File: src/rtl/tscu_pkg.sv
// tscu_pkg: widths, sideband struct and fixed constants of the taylor sine/cosine unit
// shared by tscu_half_step and taylor_sine_cosine_unit_top; depends on nothing
`default_nettype none
package tscu_pkg;

  // series term magnitude and accumulator widths
  localparam int unsigned TW   = 44;
  localparam int unsigned HW   = 22;
  localparam int unsigned SW   = 48;
  localparam int unsigned AXW  = 32;
  localparam int unsigned FRAC = 28;

  // constant division: numerator width, remainder width, divisor width
  localparam int unsigned DIV_N = 29;
  localparam int unsigned RW    = 7;
  localparam int unsigned DW    = 8;

  // mode bits
  localparam int unsigned MODE_COS_BIT = 0;
  localparam int unsigned MODE_DEG_BIT = 1;

  // degree to radian scaling, 2^28 / 57.29577951 as a ratio of integers
  localparam logic [63:0] DEG_NUM  = 64'd26843545600000000;
  localparam logic [63:0] DEG_DEN  = 64'd5729577951;
  localparam logic [63:0] DEG_TURN = 64'd360;
  localparam logic [22:0] DEG_Q    = 23'(DEG_NUM / DEG_DEN);
  localparam logic [32:0] DEG_R    = 33'(DEG_NUM % DEG_DEN);
  localparam logic [31:0] DEG_H    = 32'(DEG_DEN / 64'd2);
  localparam logic [32:0] DEG_D    = 33'(DEG_DEN);
  localparam logic [11:0] DEG_MINV = 12'((64'd1 << 44) / DEG_DEN);
  localparam logic [23:0] MINV360  = 24'((64'd1 << 32) / DEG_TURN);

  localparam logic [31:0] Q30_ONE     = 32'h4000_0000;
  localparam logic [31:0] Q30_MIN_ONE = 32'hC000_0000;
  localparam logic signed [SW-1:0] SAT_HI = 48'sh0000_7FFF_FFFF;
  localparam logic signed [SW-1:0] SAT_LO = 48'shFFFF_8000_0000;

  typedef struct packed {
    logic                 cosine;
    logic                 neg;
    logic                 spec;
    logic                 spec_one;
    logic                 spec_neg;
    logic [AXW-1:0]       ax;
    logic signed [SW-1:0] sum;
  } tscu_sb_t;

endpackage
`default_nettype wire

File: src/rtl/tscu_half_step.sv
// tscu_half_step: one half of a series term, t = floor(floor(t*ax/2^28)/d)
// six register stages; divisor picked by the cosine bit; uses tscu_pkg
`default_nettype none
module tscu_half_step #(
  parameter int unsigned DIV_SIN = 2,
  parameter int unsigned DIV_COS = 1
) (
  input  logic                     clk_i,
  input  logic                     rst_ni,
  input  logic                     en_i,
  input  logic                     valid_i,
  input  logic [tscu_pkg::TW-1:0]  t_i,
  input  tscu_pkg::tscu_sb_t       sb_i,
  output logic                     valid_o,
  output logic [tscu_pkg::TW-1:0]  t_o,
  output tscu_pkg::tscu_sb_t       sb_o
);
  import tscu_pkg::*;

  localparam int unsigned PPW = HW + AXW;
  localparam int unsigned SUMW = PPW + HW;
  localparam int unsigned PRW = 2 * DIV_N + 1;
  localparam int unsigned S_SIN = DIV_N + $clog2(DIV_SIN);
  localparam int unsigned S_COS = DIV_N + $clog2(DIV_COS);
  localparam logic [63:0] M_SIN_W = ((64'd1 << S_SIN) + 64'(DIV_SIN) - 64'd1) / 64'(DIV_SIN);
  localparam logic [63:0] M_COS_W = ((64'd1 << S_COS) + 64'(DIV_COS) - 64'd1) / 64'(DIV_COS);
  localparam logic [DIV_N:0] M_SIN = M_SIN_W[DIV_N:0];
  localparam logic [DIV_N:0] M_COS = M_COS_W[DIV_N:0];
  localparam logic [DW-1:0] D_SIN = DW'(DIV_SIN);
  localparam logic [DW-1:0] D_COS = DW'(DIV_COS);

  logic [5:0]       v_q;
  tscu_sb_t         sb_q [6];
  logic [PPW-1:0]   pp_hi_q, pp_lo_q;
  logic [TW-1:0]    p_q;
  logic [PRW-1:0]   prod_a_q, prod_b_q;
  logic [DIV_N-1:0] n1_q;
  logic [HW-1:0]    plo2_q, plo3_q;
  logic [HW-1:0]    qa3_q, qa4_q;
  logic [RW-1:0]    ra_q;
  logic [TW-1:0]    t_q;

  logic [SUMW-1:0]  sum_pp;
  logic [DIV_N-1:0] n1, n2, qd;
  logic [DIV_N:0]   msel2, msel4;
  logic [PRW-1:0]   sh_a, sh_b;
  logic [HW-1:0]    qa, qb;
  logic [DW-1:0]    dsel3;

  always_comb begin
    sum_pp = {pp_hi_q, {HW{1'b0}}} + SUMW'(pp_lo_q);
    n1     = {{RW{1'b0}}, p_q[TW-1:HW]};
    msel2  = sb_q[1].cosine ? M_COS : M_SIN;
    // high chunk quotient and remainder
    sh_a   = sb_q[2].cosine ? (prod_a_q >> S_COS) : (prod_a_q >> S_SIN);
    qa     = sh_a[HW-1:0];
    dsel3  = sb_q[2].cosine ? D_COS : D_SIN;
    qd     = DIV_N'(qa) * DIV_N'(dsel3);
    n2     = {ra_q, plo3_q};
    msel4  = sb_q[3].cosine ? M_COS : M_SIN;
    sh_b   = sb_q[4].cosine ? (prod_b_q >> S_COS) : (prod_b_q >> S_SIN);
    qb     = sh_b[HW-1:0];
  end

  always_ff @(posedge clk_i or negedge rst_ni) begin
    if (!rst_ni) begin
      v_q <= '0;
    end else if (en_i) begin
      v_q <= {v_q[4:0], valid_i};
    end
  end

  always_ff @(posedge clk_i) begin
    if (en_i) begin
      sb_q[0]  <= sb_i;
      for (int i = 1; i < 6; i++) begin
        sb_q[i] <= sb_q[i-1];
      end
      pp_hi_q  <= PPW'(t_i[TW-1:HW]) * PPW'(sb_i.ax);
      pp_lo_q  <= PPW'(t_i[HW-1:0]) * PPW'(sb_i.ax);
      p_q      <= sum_pp[FRAC +: TW];
      prod_a_q <= PRW'(n1) * PRW'(msel2);
      n1_q     <= n1;
      plo2_q   <= p_q[HW-1:0];
      qa3_q    <= qa;
      ra_q     <= RW'(n1_q - qd);
      plo3_q   <= plo2_q;
      prod_b_q <= PRW'(n2) * PRW'(msel4);
      qa4_q    <= qa3_q;
      t_q      <= {qa4_q, qb};
    end
  end

  assign valid_o = v_q[5];
  assign t_o     = t_q;
  assign sb_o    = sb_q[5];

endmodule
`default_nettype wire

File: config.mk
export PLATFORM = sky130hd
export DESIGN_NAME = tscu_half_step
export DESIGN_NICKNAME = d
export VERILOG_FILES = /design/src/rtl/tscu_pkg.sv /design/src/rtl/tscu_half_step.sv
export SDC_FILE = /design/constraint.sdc
export NUM_CORES = 2
export LEC_CHECK = 0
export BUFFER_PORTS_ARGS = -buffer_cell sky130_fd_sc_hd__buf_2
export CAP_MARGIN = 20
export CELL_PAD_IN_SITES_DETAIL_PLACEMENT = 0
export CELL_PAD_IN_SITES_GLOBAL_PLACEMENT = 2
export CORE_UTILIZATION = 44
export DETAILED_ROUTE_END_ITERATION = 8
export PLACE_DENSITY_LB_ADDON = 0.1
export SYNTH_ARGS = -nofsm -noshare
export SYNTH_HDL_FRONTEND = slang
export SYNTH_SLANG_ARGS = --single-unit
File: constraint.sdc
create_clock -name clk_i -period 3.6 [get_ports clk_i]
set_input_delay 0.18 -clock clk_i [delete_from_list [all_inputs] [get_ports clk_i]]
set_output_delay 0.18 -clock clk_i [all_outputs]
set_load 0.05 [all_outputs]
# Word-level counts from Yosys, hierarchy flattened
# Memories as Yosys holds them, arrays and structs flattened.
# Cells that the tools add are included.
# classes
n_addsub	2
n_mul	3
muxes	5
# ops
operator	n
72-bit by 54-bit adder with 72-bit output	1
22-bit by 32-bit multiplier with 54-bit output	1
22-bit by 32-bit multiplier with 50-bit output	1
22-bit two-way mux	2
22-bit by 2-bit multiplier with 1-bit output	1
1-bit two-way mux	2
2-bit two-way mux	1
1-bit subtractor	1
# totals
reg_bits	332
ramBits	510
inputBits	133
out_inout_bits	130
wordCells	23
memories	1
# memory_table
name	depth	width	rd	rd_clocked_by_memory_dff	wr	line	source
sb_q	6	85	6	0	6	tscu_half_step.sv:33	tscu_sb_t sb_q [6];

# Depth between registers and ports, before layout
# An unclocked memory read counts as a cell.
# logic_depth
ltp_word	4
ltp_mapped	28
ltp_nobuf	25

# Worst setup path before layout
# OpenSTA, ideal clock, no wires.
# synth_timing
path_type	input -> register
start	input sb_i[75] (netlist name)
end	register pp_lo_q[53] (data pin)
setup_ns	0.260
arrival_time_ns	6.557
t_required_ns	3.340
path_slack_ns	-3.216
path_stages	26
path_buffers	3
cell_sequence	clkbuf_1 > clkbuf_1 > nand2_1 > fa_1 > inv_1 > fa_1 > inv_1 > fa_1 > inv_1 > fa_1 > fa_1 > fa_1 > inv_1 > fa_1 > inv_1 > ha_1 > buf_6 > a21o_1 > a21o_1 > a21oi_1 > o221ai_1 > a2111oi_2 > nor3_1 > or3_4 > a21oi_2 > xnor2_1
# synth_via
elab_chain_cells	1
# synth_rtl
element	line	source
from (decl)	tscu_half_step.sv:13	input tscu_pkg::tscu_sb_t sb_i,
22-bit by 32-bit multiplier with 54-bit output	tscu_half_step.sv:80	pp_lo_q <= PPW'(t_i[HW-1:0]) * PPW'(sb_i.ax);
to (signal assigned)	tscu_half_step.sv:80	
to (decl)	tscu_half_step.sv:34	logic [PPW-1:0] pp_hi_q, pp_lo_q;
# Every way passes these cells.
# A chain may end at the register's enable or synchronous reset.

# Final worst setup path
# layout_timing
start	input sb_i[70] (netlist name)
end	register pp_lo_q[53] (data pin)
# The elaborated chain is that of the path after synthesis.

==> flow_metrics.tcl <==
set metrics [dict create \
    rows 145 \
    final.setup.worst_slack_ns -2.521 \
    synth_top_family_by_area "adder cells" \
    die_y_um 400.7 \
    coreArea_um2 156900 \
    wire_per_inst_um 21.50 \
    start_util_pct 44.57 \
    maxSlewHeadroom_pct 35.61 \
    synthFlopType "edfxtp_1" \
    synthAdderAreaFrac_pct 40.10 \
    htreeDepth 3 \
    clock-sinks 820 \
    layout_common_cells "1116 x fa_1, 1058 x inv_1, 833 x nand2_1, 814 x edfxtp_1, 641 x buf_4" \
    violations "negative setup slack" \
    skew_ns 0.05420 \
    grt_pass1_wl_um 294700 \
    drv_cap 0 \
    drcViolationCount 0 \
    clockRootBuffer "clkbuf_16" \
    yosysSeqAreaShare_pct 35.16 \
    worst_ep_arrival_time_ns 6.59 \
    placed_area_um2 79140 \
    slew_viol_final 0 \
    grt_pass1_vias 47450 \
    gp_congestion 0.8739 \
    critPathRequiredTime_ns 4.07 \
    track_usage_pct 24.54 \
    die_area_um2 160600 \
    layout_commonest_cell "fa_1" \
    fin_util_pct 55.77 \
    fin_setup_tns_ns -148.47 \
    critPathSlowestCell "fa_2" \
    placed_cells 8625 \
    drtPass1Iterations 7 \
    worst-setup-path-type "input port to flop" \
    cts_made_buffers 85 \
    area_delta_synth_final_pct 25.12 \
    ys_ff_latch 820 \
    syn_avg_cell_area_um2 11.80 \
    rsz0062_at_grt "true" \
    fin_nets 8552 \
    finalHoldViolCount 0 \
    synth_edf_count 814 \
    cts.path.max_buffers 3 \
    endpoint_kind "flop" \
    tightestPinTransition_ns 0.9659 \
    mappedNetlistNets 7589 \
    async_flop_share_pct 0.7317 \
    cp_top_family "adder cells" \
    yosys_warnings 0 \
    syn_area_um2 69950 \
    setup_viol 76 \
    cts_tree "built" \
    drtAntennaViolNets 0 \
    hold_class "input port to flop" \
    fillerInstances 13370 \
    critPathBufInv 8 \
    min_period_ns 6.121 \
    cp-start-kind "input port" \
    die_w_um 400.7 \
    grt.overflow.total 0 \
    stdcell_count 9023 \
    wirelength_um 194000 \
    via_per_inst 4.957 \
    dr.first_iter.drc_count 2761 \
    grt_max_degree 90 \
    syn_inst 5927 \
    vias 44730 \
    antenna_found_initial 22 \
    slowest_delay_ns 0.56 \
    fin_crit_sh_pct 170.0 \
    fin_area_um2 87520 \
    synthSimpleGateAreaFrac_pct 11.60 \
    status "finished, violations left" \
    hpwl_um 151200 \
    layout-drive-gt1-share_pct 24.85 \
    ys_types 78 \
    clkLatencyLatePin_ns 0.72 \
    synth_compound_area_share_pct 3.227 \
    clk_pin_slew_worst_paths_ns 0.06 \
    fmax_mhz 163.4 \
    ios 263 \
    synthXorXnorAreaFrac_pct 1.477 \
    synthMuxAreaShare_pct 0.8479 \
    path_max_fanout 8 \
    portBuffers 262 \
]
[sequential cells by signal, indices dropped and copies added, names as in the netlist, 22 cells and up]
register,flops
qa4_q,22
p_q,44
t_o,44
prod_b_q,23
n1_q,22
plo3_q,22
pp_lo_q,32
plo2_q,22
sb_q,510
pp_hi_q,50
qa3_q,22
[cell usage after synthesis, types with 37 or more instances]
library cell	number	area share [%]
a21o_1	66	0.71
a21oi_1	99	0.71
and2_1	601	5.4
clkbuf_1	300	1.6
edfxtp_1	814	35
fa_1	1188	34
ha_1	341	6.1
inv_1	1097	5.9
mux2_2	50	0.80
nand2_1	867	4.7
nor2_1	73	0.39
o21ai_0	37	0.26
xnor2_1	79	0.99
xor2_1	39	0.49
[worst reg2reg max path: stages (launching register included)]
cell and delay [ns]:
edfxtp_1 0.39, ha_1 0.29, o21ai_0 0.08, o21bai_1 0.45, a211o_2 0.26, nand4_4 0.16, a2111oi_4 0.50, o21ai_2 0.20
a2111oi_4 0.33, buf_4 0.25, nand4_1 0.15, xnor2_1 0.16
[cell families (layout without fill, tap and decap cells)]
family | after synthesis | in the layout
xor+xnor | 118 | 118
other cells | 0 | 6
flops | 820 | 820
compound gates | 322 | 322
buf+inv | 1409 | 2441
simple gates | 1676 | 1676
mux | 53 | 53
fa+ha+maj | 1529 | 1529
[metrics by stage]
stage,hold WS [ns],setup slack [ns]
floorplan,-0.1156,-2.813
detailed placement,0.01530,-3.690
CTS,0.01152,-2.476
global route,0.01313,-2.665
finish,0.04341,-2.521
global placement,0.01068,-3.664
[layout make-up]
| type | count | area, um2 | share of cell area, % |
|---|---|---|---|
| clock inverter | 54 | 759.5 | 0.8678 |
| tap | 2058 | 2575 | 2.942 |
| antenna | 6 | 15.01 | 0.01716 |
| sequential | 820 | 24590 | 28.10 |
| timing repair buffer | 1188 | 10920 | 12.48 |
| clock buffer | 102 | 2211 | 2.526 |
| multi-input combinational | 3698 | 42330 | 48.36 |
| inverter | 1097 | 4118 | 4.705 |
[path summary, 6_finish.rpt]
| kind | from | to | slack [ns] | depth (start not counted) |
|---|---|---|---|---|
| max | sb_i[70] | pp_lo_q[53] | -2.52 | 26 |
| min | sb_i[72] | sb_q[0][72] | 0.04 | 3 |
| max reg2reg | pp_hi_q[2] | p_q[41] | 0.20 | 11 |
| min reg2reg | qa3_q[6] | qa4_q[6] | 0.37 | 0 |
| max in group asynchronous | rst_ni | v_q[0] | 2.91 | 3 |
| min in group asynchronous | rst_ni | v_q[2] | 0.44 | 3 |
[per-layer routing]
metal  vias up  wire [um]  GRT usage [%]
met5         -         13              0
met4         2       5290          5.007
met3       241       8652          3.047
met2       910      94340          41.28
met1     23290      85720          34.24
li1      20280          -              -
[timing repair]
action | 4_1_cts | 5_1_grt
buffers inserted | 108 | 64
pin swaps | 188 | 263
endpoints found under the hold margin | 79 | 3
endpoints found under the setup margin | 76 | 81
gates resized for setup | 411 | 297
hold buffers | 74 | 3
cloned | 15 | 4
Power is left out: the tool's default activity adds up to more than one toggle a clock period on the data nets, which glitch-free logic cannot reach.
